### src/hdl/ohcv_pkg.sv
package ohcv_pkg;

  localparam int CV_BITS  = 16;
  localparam int CNT_W    = $clog2(CV_BITS + 1);
  localparam int SPLIT_W  = 10;
  localparam int PROD_W   = CV_BITS + 8;
  localparam int SUM_W    = PROD_W + 1;
  localparam int CFG_IDX_W = 3;

  localparam logic [1:0] CMD_READ  = 2'd0;
  localparam logic [1:0] CMD_WRITE = 2'd1;
  localparam logic [1:0] CMD_REPLY = 2'd2;

  localparam logic [1:0] KIND_READ  = 2'd0;
  localparam logic [1:0] KIND_WRITE = 2'd1;
  localparam logic [1:0] KIND_DONE  = 2'd2;
  localparam logic [1:0] KIND_BUSY  = 2'd3;

  localparam logic [CFG_IDX_W-1:0] REG_DIRECT_TOP    = 3'd0;
  localparam logic [CFG_IDX_W-1:0] REG_INDEX_CV      = 3'd1;
  localparam logic [CFG_IDX_W-1:0] REG_HIGH_FACTOR   = 3'd2;
  localparam logic [CFG_IDX_W-1:0] REG_SPLIT_MODULUS = 3'd3;
  localparam logic [CFG_IDX_W-1:0] REG_INDEX_OFFSET  = 3'd4;

  typedef struct packed {
    logic [1:0]  command;
    logic [15:0] cv_number;
    logic [7:0]  write_data;
    logic [3:0]  client_tag;
    logic        direct_capable;
    logic [7:0]  reply_data;
    logic [7:0]  reply_code;
  } in_word_t;

  typedef struct packed {
    logic [1:0]  result_kind;
    logic [15:0] target_cv;
    logic [7:0]  data_out;
    logic [7:0]  status_out;
  } out_word_t;

  typedef struct packed {
    logic [15:0]        direct_top;
    logic [9:0]         index_cv;
    logic [7:0]         high_factor;
    logic [SPLIT_W-1:0] split_modulus;
    logic [7:0]         index_offset;
  } cfg_regs_t;

endpackage

### src/hdl/ohcv_cfg_regs.sv
module ohcv_cfg_regs (
  input  logic                          clk,
  input  logic                          rst_n,
  input  logic                          cfg_we,
  input  logic [ohcv_pkg::CFG_IDX_W-1:0] cfg_index,
  input  logic [15:0]                   cfg_wdata,
  output ohcv_pkg::cfg_regs_t           regs
);
  import ohcv_pkg::*;

  cfg_regs_t regs_r, regs_nxt;

  always_comb begin
    regs_nxt = regs_r;
    if (cfg_we) begin
      case (cfg_index)
        REG_DIRECT_TOP:    regs_nxt.direct_top    = cfg_wdata;
        REG_INDEX_CV:      regs_nxt.index_cv      = cfg_wdata[9:0];
        REG_HIGH_FACTOR:   regs_nxt.high_factor   = cfg_wdata[7:0];
        REG_SPLIT_MODULUS: regs_nxt.split_modulus = cfg_wdata[SPLIT_W-1:0];
        REG_INDEX_OFFSET:  regs_nxt.index_offset  = cfg_wdata[7:0];
        default:           regs_nxt = regs_r;
      endcase
    end
  end

  always_ff @(posedge clk) begin
    if (!rst_n) begin
      regs_r.direct_top    <= 16'd255;
      regs_r.index_cv      <= 10'd7;
      regs_r.high_factor   <= 8'd10;
      regs_r.split_modulus <= SPLIT_W'(100);
      regs_r.index_offset  <= 8'd200;
    end else begin
      regs_r <= regs_nxt;
    end
  end

  assign regs = regs_r;

endmodule

### src/hdl/ohcv_div.sv
module ohcv_div (
  input  logic                        clk,
  input  logic                        rst_n,
  input  logic                        start,
  input  logic [ohcv_pkg::CV_BITS-1:0] dividend,
  input  logic [ohcv_pkg::SPLIT_W-1:0] divisor,
  output logic                        done,
  output logic [ohcv_pkg::CV_BITS-1:0] quot,
  output logic [ohcv_pkg::CV_BITS-1:0] rem
);
  import ohcv_pkg::*;

  logic [CV_BITS-1:0] q_r, q_nxt;
  logic [CV_BITS-1:0] r_r, r_nxt;
  logic [CNT_W-1:0]   cnt_r, cnt_nxt;
  logic               busy_r, busy_nxt;
  logic               done_r, done_nxt;
  logic [CV_BITS:0]   shifted;
  logic [CV_BITS:0]   div_ext;
  logic               fits;

  // one quotient bit per cycle, restoring; a zero divisor gives all ones and the dividend back
  always_comb begin
    shifted  = {r_r, q_r[CV_BITS-1]};
    div_ext  = (CV_BITS+1)'(divisor);
    fits     = (shifted >= div_ext);
    q_nxt    = q_r;
    r_nxt    = r_r;
    cnt_nxt  = cnt_r;
    busy_nxt = busy_r;
    done_nxt = 1'b0;
    if (start) begin
      q_nxt    = dividend;
      r_nxt    = '0;
      cnt_nxt  = CNT_W'(CV_BITS);
      busy_nxt = 1'b1;
    end else if (busy_r) begin
      r_nxt   = fits ? CV_BITS'(shifted - div_ext) : CV_BITS'(shifted);
      q_nxt   = {q_r[CV_BITS-2:0], fits};
      cnt_nxt = cnt_r - CNT_W'(1);
      if (cnt_r == CNT_W'(1)) begin
        busy_nxt = 1'b0;
        done_nxt = 1'b1;
      end
    end
  end

  always_ff @(posedge clk) begin
    if (!rst_n) begin
      busy_r <= 1'b0;
      done_r <= 1'b0;
      cnt_r  <= '0;
    end else begin
      busy_r <= busy_nxt;
      done_r <= done_nxt;
      cnt_r  <= cnt_nxt;
    end
    q_r <= q_nxt;
    r_r <= r_nxt;
  end

  assign done = done_r;
  assign quot = q_r;
  assign rem  = r_r;

endmodule

### src/hdl/offset_high_cv_access_sequencer_unit.sv
// Sequences client CV reads and writes onto a programmer, one input word at a time.
// A client request at or below direct_top, or marked direct_capable, gets one direct
// operation: the decode state fills the result register, the emit state moves it into
// the output register and the next word can be taken after that. A request above it
// needs cv / split_modulus, and a programmer reply that issues the low access needs
// cv mod split_modulus; both run on one shared bit-serial divider that is started,
// works through the CV_BITS (16) quotient bits and signals done. The index word then
// adds a multiply and a saturating add. in_stall is high from acceptance until the
// result word is in the output register, longer only while a full output register is
// stalled; a word that raises no result keeps it high only in the decode state. A pending
// output word does not hold off the next input word.
module offset_high_cv_access_sequencer_unit (
  input  logic                           clk,
  input  logic                           rst_n,
  input  logic                           in_valid,
  output logic                           in_stall,
  input  ohcv_pkg::in_word_t             in_word,
  output logic                           out_valid,
  input  logic                           out_stall,
  output ohcv_pkg::out_word_t            out_word,
  input  logic                           cfg_we,
  input  logic [ohcv_pkg::CFG_IDX_W-1:0] cfg_index,
  input  logic [15:0]                    cfg_wdata
);
  import ohcv_pkg::*;

  typedef enum logic [5:0] {
    S_IDLE = 6'b000001,
    S_DEC  = 6'b000010,
    S_DIV  = 6'b000100,
    S_MUL  = 6'b001000,
    S_SAT  = 6'b010000,
    S_EMIT = 6'b100000
  } state_t;

  typedef enum logic [4:0] {
    PH_IDLE        = 5'b00001,
    PH_PROGRAMMING = 5'b00010,
    PH_FINISHREAD  = 5'b00100,
    PH_FINISHWRITE = 5'b01000,
    PH_RESET       = 5'b10000
  } phase_t;

  cfg_regs_t cfg;

  state_t             state_r, state_nxt;
  phase_t             phase_r, phase_nxt;
  logic               owner_valid_r, owner_valid_nxt;
  logic [3:0]         owner_tag_r, owner_tag_nxt;
  logic [CV_BITS-1:0] saved_cv_r, saved_cv_nxt;
  logic [7:0]         saved_data_r, saved_data_nxt;
  logic               indirect_read_r, indirect_read_nxt;
  logic               for_index_r, for_index_nxt;
  in_word_t           item_r;
  out_word_t          res_r, res_nxt;
  logic [PROD_W-1:0]  prod_r, prod_nxt;
  logic               out_valid_r, out_valid_nxt;
  out_word_t          out_word_r;

  logic               in_take;
  logic               out_load;
  logic               div_start;
  logic [CV_BITS-1:0] div_dividend;
  logic               div_done;
  logic [CV_BITS-1:0] div_quot;
  logic [CV_BITS-1:0] div_rem;
  logic [CV_BITS-1:0] cv_in;
  logic               is_write;
  logic [SUM_W-1:0]   idx_sum;

  ohcv_cfg_regs u_cfg (
    .clk       (clk),
    .rst_n     (rst_n),
    .cfg_we    (cfg_we),
    .cfg_index (cfg_index),
    .cfg_wdata (cfg_wdata),
    .regs      (cfg)
  );

  ohcv_div u_div (
    .clk      (clk),
    .rst_n    (rst_n),
    .start    (div_start),
    .dividend (div_dividend),
    .divisor  (cfg.split_modulus),
    .done     (div_done),
    .quot     (div_quot),
    .rem      (div_rem)
  );

  assign in_stall = (state_r != S_IDLE);
  assign in_take  = in_valid && !in_stall;
  assign out_load = (state_r == S_EMIT) && (!out_valid_r || !out_stall);
  assign cv_in    = CV_BITS'(item_r.cv_number);
  assign is_write = (item_r.command == CMD_WRITE);
  assign idx_sum  = SUM_W'(prod_r) + SUM_W'(cfg.index_offset);

  always_comb begin
    state_nxt         = state_r;
    phase_nxt         = phase_r;
    owner_valid_nxt   = owner_valid_r;
    owner_tag_nxt     = owner_tag_r;
    saved_cv_nxt      = saved_cv_r;
    saved_data_nxt    = saved_data_r;
    indirect_read_nxt = indirect_read_r;
    for_index_nxt     = for_index_r;
    res_nxt           = res_r;
    prod_nxt          = prod_r;
    div_start         = 1'b0;
    div_dividend      = saved_cv_r;

    case (state_r)
      S_IDLE: begin
        if (in_take) begin
          state_nxt = S_DEC;
        end
      end

      S_DEC: begin
        res_nxt   = '0;
        state_nxt = S_IDLE;
        case (item_r.command)
          CMD_READ, CMD_WRITE: begin
            if (owner_valid_r && (owner_tag_r != item_r.client_tag)) begin
              res_nxt.result_kind = KIND_BUSY;
              state_nxt           = S_EMIT;
            end else begin
              owner_valid_nxt = 1'b1;
              owner_tag_nxt   = item_r.client_tag;
              saved_cv_nxt    = cv_in;
              saved_data_nxt  = is_write ? item_r.write_data : 8'd0;
              if (item_r.direct_capable || (16'(cv_in) <= cfg.direct_top)) begin
                phase_nxt           = PH_PROGRAMMING;
                indirect_read_nxt   = 1'b0;
                res_nxt.result_kind = is_write ? KIND_WRITE : KIND_READ;
                res_nxt.target_cv   = 16'(cv_in);
                res_nxt.data_out    = saved_data_nxt;
                state_nxt           = S_EMIT;
              end else begin
                phase_nxt         = is_write ? PH_FINISHWRITE : PH_FINISHREAD;
                indirect_read_nxt = !is_write;
                div_start         = 1'b1;
                div_dividend      = cv_in;
                for_index_nxt     = 1'b1;
                state_nxt         = S_DIV;
              end
            end
          end

          CMD_REPLY: begin
            if (item_r.reply_code != 8'd0) begin
              phase_nxt       = PH_IDLE;
              owner_valid_nxt = 1'b0;
              if (owner_valid_r) begin
                res_nxt.result_kind = KIND_DONE;
                res_nxt.data_out    = item_r.reply_data;
                res_nxt.status_out  = item_r.reply_code;
                state_nxt           = S_EMIT;
              end
            end else if (!owner_valid_r) begin
              phase_nxt       = PH_IDLE;
              owner_valid_nxt = 1'b0;
            end else begin
              case (phase_r)
                PH_FINISHREAD, PH_FINISHWRITE: begin
                  phase_nxt     = PH_RESET;
                  div_start     = 1'b1;
                  for_index_nxt = 1'b0;
                  if (phase_r == PH_FINISHWRITE) begin
                    res_nxt.result_kind = KIND_WRITE;
                    res_nxt.data_out    = saved_data_r;
                  end else begin
                    res_nxt.result_kind = KIND_READ;
                  end
                  state_nxt = S_DIV;
                end
                PH_RESET: begin
                  if (indirect_read_r) begin
                    saved_data_nxt = item_r.reply_data;
                  end
                  phase_nxt           = PH_PROGRAMMING;
                  res_nxt.result_kind = KIND_WRITE;
                  res_nxt.target_cv   = 16'(cfg.index_cv);
                  state_nxt           = S_EMIT;
                end
                PH_PROGRAMMING: begin
                  phase_nxt           = PH_IDLE;
                  owner_valid_nxt     = 1'b0;
                  res_nxt.result_kind = KIND_DONE;
                  res_nxt.data_out    = indirect_read_r ? saved_data_r : item_r.reply_data;
                  state_nxt           = S_EMIT;
                end
                default: begin
                  phase_nxt       = PH_IDLE;
                  owner_valid_nxt = 1'b0;
                end
              endcase
            end
          end

          default: state_nxt = S_IDLE;
        endcase
      end

      S_DIV: begin
        if (div_done) begin
          if (for_index_r) begin
            state_nxt = S_MUL;
          end else begin
            res_nxt.target_cv = 16'(div_rem);
            state_nxt         = S_EMIT;
          end
        end
      end

      S_MUL: begin
        prod_nxt  = PROD_W'(div_quot) * PROD_W'(cfg.high_factor);
        state_nxt = S_SAT;
      end

      S_SAT: begin
        res_nxt.result_kind = KIND_WRITE;
        res_nxt.target_cv   = 16'(cfg.index_cv);
        res_nxt.data_out    = (idx_sum > SUM_W'(255)) ? 8'hFF : idx_sum[7:0];
        res_nxt.status_out  = 8'd0;
        state_nxt           = S_EMIT;
      end

      S_EMIT: begin
        if (out_load) begin
          state_nxt = S_IDLE;
        end
      end

      default: state_nxt = S_IDLE;
    endcase
  end

  always_comb begin
    out_valid_nxt = out_valid_r;
    if (out_load) begin
      out_valid_nxt = 1'b1;
    end else if (out_valid_r && !out_stall) begin
      out_valid_nxt = 1'b0;
    end
  end

  always_ff @(posedge clk) begin
    if (!rst_n) begin
      state_r         <= S_IDLE;
      phase_r         <= PH_IDLE;
      owner_valid_r   <= 1'b0;
      owner_tag_r     <= '0;
      saved_cv_r      <= '0;
      saved_data_r    <= '0;
      indirect_read_r <= 1'b0;
      for_index_r     <= 1'b0;
      out_valid_r     <= 1'b0;
    end else begin
      state_r         <= state_nxt;
      phase_r         <= phase_nxt;
      owner_valid_r   <= owner_valid_nxt;
      owner_tag_r     <= owner_tag_nxt;
      saved_cv_r      <= saved_cv_nxt;
      saved_data_r    <= saved_data_nxt;
      indirect_read_r <= indirect_read_nxt;
      for_index_r     <= for_index_nxt;
      out_valid_r     <= out_valid_nxt;
    end
    if (in_take) begin
      item_r <= in_word;
    end
    res_r  <= res_nxt;
    prod_r <= prod_nxt;
    if (out_load) begin
      out_word_r <= res_r;
    end
  end

  assign out_valid = out_valid_r;
  assign out_word  = out_word_r;

endmodule

### config.mk
export PLATFORM = sky130hd
export DESIGN_NAME = offset_high_cv_access_sequencer_unit
export DESIGN_NICKNAME = d
export VERILOG_FILES = /design/src/hdl/ohcv_pkg.sv /design/src/hdl/ohcv_cfg_regs.sv /design/src/hdl/ohcv_div.sv /design/src/hdl/offset_high_cv_access_sequencer_unit.sv
export SDC_FILE = /design/constraint.sdc
export NUM_CORES = 1
export LEC_CHECK = 0
export ABC_CLOCK_PERIOD_IN_PS = 8900
export BUFFER_PORTS_ARGS = -buffer_cell sky130_fd_sc_hd__buf_4
export CAP_MARGIN = 40
export CORE_MARGIN = 4
export CORE_UTILIZATION = 50
export DETAILED_ROUTE_END_ITERATION = 10
export GPL_TIMING_DRIVEN = 0
export PLACE_DENSITY_LB_ADDON = 0.3
export SKIP_CTS_REPAIR_TIMING = 1
export SYNTH_ARGS = -nofsm -noshare
export SYNTH_HDL_FRONTEND = slang
export SYNTH_SLANG_ARGS = --single-unit
### constraint.sdc
create_clock -name clk -period 8.9 [get_ports clk]
set_clock_uncertainty 0.05 [all_clocks]
set_input_delay 0.445 -clock clk [delete_from_list [all_inputs] [get_ports clk]]
set_output_delay 0.445 -clock clk [all_outputs]
set_load 0.005 [all_outputs]
==> results.cfg <==
[clock_tree]
cts_buffers = 28
htree_levels = 1
clkTransAtPathRegs_ns = 0.06
cts.path.max_buffers = 3
root_buffer = clkbuf_16
worstSkewPairLatency_ns = 0.55
cts_sinks = 273
cts_tree = built

[timing]
fmax_mhz = 167
hold_viol_final = 0
slew_headroom = 0.437
finalCriticalPeriod_ns = 5.98
slew_viol_final = 0
rsz0062_at_grt = false
fin_crit_sh = 0.672
timing_worst_slew_pin_value_ns = 0.845
setup_violations = 0
tns_ns = 0

[placed_design]
detailed_place_hpwl_mm = 29.2
dpl-instance-area_sq_um = 17600
port_buffers = 104
globalplace.congestion = 0.900

[worst_setup_path]
required_ns = 9.13
path_class = flip-flop to flip-flop
r2r_slack_ns = 2.92
cp-end-kind = flip-flop
start_kind = flip-flop
critPathMaxFanout = 10
crit_arrival_ns = 6.21

[yosys]
synthFlopType = edfxtp_1
synthesis.area_sq_um = 16200
postSynthAreaPerCell_sq_um = 10.4
yosys_register_bits = 273
ys_seq_area_frac = 0.434
yosysTopAreaCell = edfxtp_1
synth_area_leaders = edfxtp_1 29%, dfxtp_1 15%, fa_1 11%
syn_nets = 1798
syn_inst = 1561
synth_edf_count = 155
async_reset_ff_frac = 0
ys_warn_count = 0
yosysTopAreaCellShare = 0.288
synth.distinct_cells = 78

[global_route]
grt_pass1_vias = 11667
grt_start_max_net_pins = 30
track_usage = 0.212
antenna_found_initial = 1
grt_pass1_wl_mm = 61.2
grt-ovfl-total = 0

[cells_and_area]
areaGrowthSynthToFinish_pct = 14.1
design_area_sq_um = 18400
final_nets = 1939
drive_above_1_share = 0.113
antenna_cells = 0

[floorplanning]
coreArea_sq_um = 31700
start_util = 0.510
ioPinCount = 107
fp.dieW_microns = 188
row_count = 65
die-area_sq_um = 35300
dieHeight_microns = 188

[detailed_routing]
vias = 11838
drtIter0Drc = 867
wl_mm = 38.2
routedWlPerCell_microns = 18.0
first_pass_iters = 6
drcViolationCount = 0
drtAntennaViolNets = 0
viasPerCell = 5.57

[worst_hold_path]
hold_class = primary input to flip-flop

[power_and_ir_drop]
power_leakage_nw = 7.76
ir_drop_v = 0.000136
p_per_area_nw_per_um2 = 164

[status]
status = complete, no violations

[job]
drv_cap = 0
worst max-delay path: stages (launching register included):
cell      delay [ns]
dfxtp_1         0.59
clkbuf_1        0.40
nand2_1         0.14
fa_1            0.50
fa_1            0.55
inv_1           0.05
fa_1            0.53
inv_1           0.05
fa_1            0.52
inv_1           0.04
ha_1            0.33
and3_1          0.16
a221oi_1        0.37
o21ai_0         0.22
a211oi_1        0.42
nor3b_1         0.10
o21a_1          0.20
o41a_1          0.32
xor2_1          0.15
per-layer routing:
layer	vias to the layer above	wire, microns	share of wire	global-route usage
li1	5695	-	-	-
met1	5655	16800	0.44	0.296
met2	410	17300	0.45	0.344
met3	78	2880	0.075	0.0346
met4	0	1250	0.033	0.0627
met5	-	0	0	0
flip-flops by register name (all words and copies together) (netlist names), 4 cells and up:
register,count
owner_tag_r,4
u_div.rem,16
u_div.quot,16
state_r,6
u_div.cnt_r,5
out_word,34
u_cfg.regs,52
item_r,31
cv_in,16
res_r,34
phase_r,5
saved_cv_r,16
saved_data_r,8
prod_r,24
worst paths after layout:
kind,start,end,depth (start not counted)
hold reg to reg,res_r[31]$_DFFE_PP_,out_word[31]$_DFFE_PP_,0
setup reg to reg,u_cfg.regs[24]$_SDFFE_PN0P_,prod_r[22]$_DFFE_PP_,18
setup / recovery,u_cfg.regs[24]$_SDFFE_PN0P_,prod_r[22]$_DFFE_PP_,18
hold / removal,in_word[16],item_r[16]$_DFFE_PP_,1
cells by family after synthesis:
group                      after synthesis  share of synthesized area
adders and majority gates              166                      0.168
muxes                                   45                     0.0282
and+or+nand+nor                        544                      0.174
xor gates and xnor gates                41                     0.0222
DFF                                    273                      0.434
AOI/OAI and AO/OA                      281                      0.123
buffers and inverters                  211                     0.0505
cells in the final DEF, fill, tap and decap left out, drive strengths merged, types with 5 or more instances in the layout:
master   instances
nor2            73
a222oi          10
o21a            13
nor3            17
a31oi            7
o21ai           45
xor2            12
clkinv          12
fa              86
mux2i           41
inv            160
and3             9
and2           119
o211ai          16
o211a            9
nand3b           5
ha              80
nand4            8
a22o             8
a21boi          39
nand3           24
a211oi           7
clkbuf          81
edfxtp         155
a2bb2oi          6
nor4b            6
nand2b           9
nand2          195
a31o             9
a22oi           24
nor2b           35
a21oi           49
o21bai           6
nor3b            5
nor4            15
buf            120
a21o            12
xnor2           29
dfxtp          118
where the power goes:
group          internal, W  switching (W)
registers          0.00139      0.0000541
logic             0.000226       0.000283
clock network     0.000598       0.000477
total              0.00221       0.000814
cell usage after synthesis (13+ instances only):
cell and number:
o211ai_1 14, nor3_1 15, a21oi_1 48, nand2_1 195, ha_1 80, o21a_1 13, clkbuf_1 43, nand3_1 24
xnor2_1 29, a21boi_0 39, mux2i_1 41, nor4_1 15, o21ai_0 44, nor2b_1 35, inv_1 159, dfxtp_1 118
edfxtp_1 155, and2_1 118, fa_1 86, nor2_1 71, a22oi_1 24
layout make-up:
class | instances | area (sq um)
flip-flops and latches | 273 | 7020
well taps | 402 | 503
fillers | 2679 | 13300
plain buffers | 52 | 219
multi-input cells | 1077 | 8360
inverters | 159 | 597
clock buffers | 38 | 758
clock inverters | 14 | 85.1
repair buffers | 111 | 903
through the flow:
stage | total power (W) | hold WS, ns | worst slack [ns] | cells | utilization
after global placement | 0.00195 | 0.353 | 2.98 | 2067 | 0.550
final | 0.00302 | 0.0223 | 2.92 | 2126 | 0.581
after floorplan | 0.00182 | 0.350 | 3.70 | 1561 | -
after global routing | 0.00316 | 0.00282 | 2.54 | 2126 | 0.581
after detailed placement | 0.00197 | 0.355 | 2.97 | 2074 | 0.555
after CTS | 0.00304 | 0.00505 | 2.93 | 2126 | 0.581
Note: power is estimated with default switching activity, not from simulation.
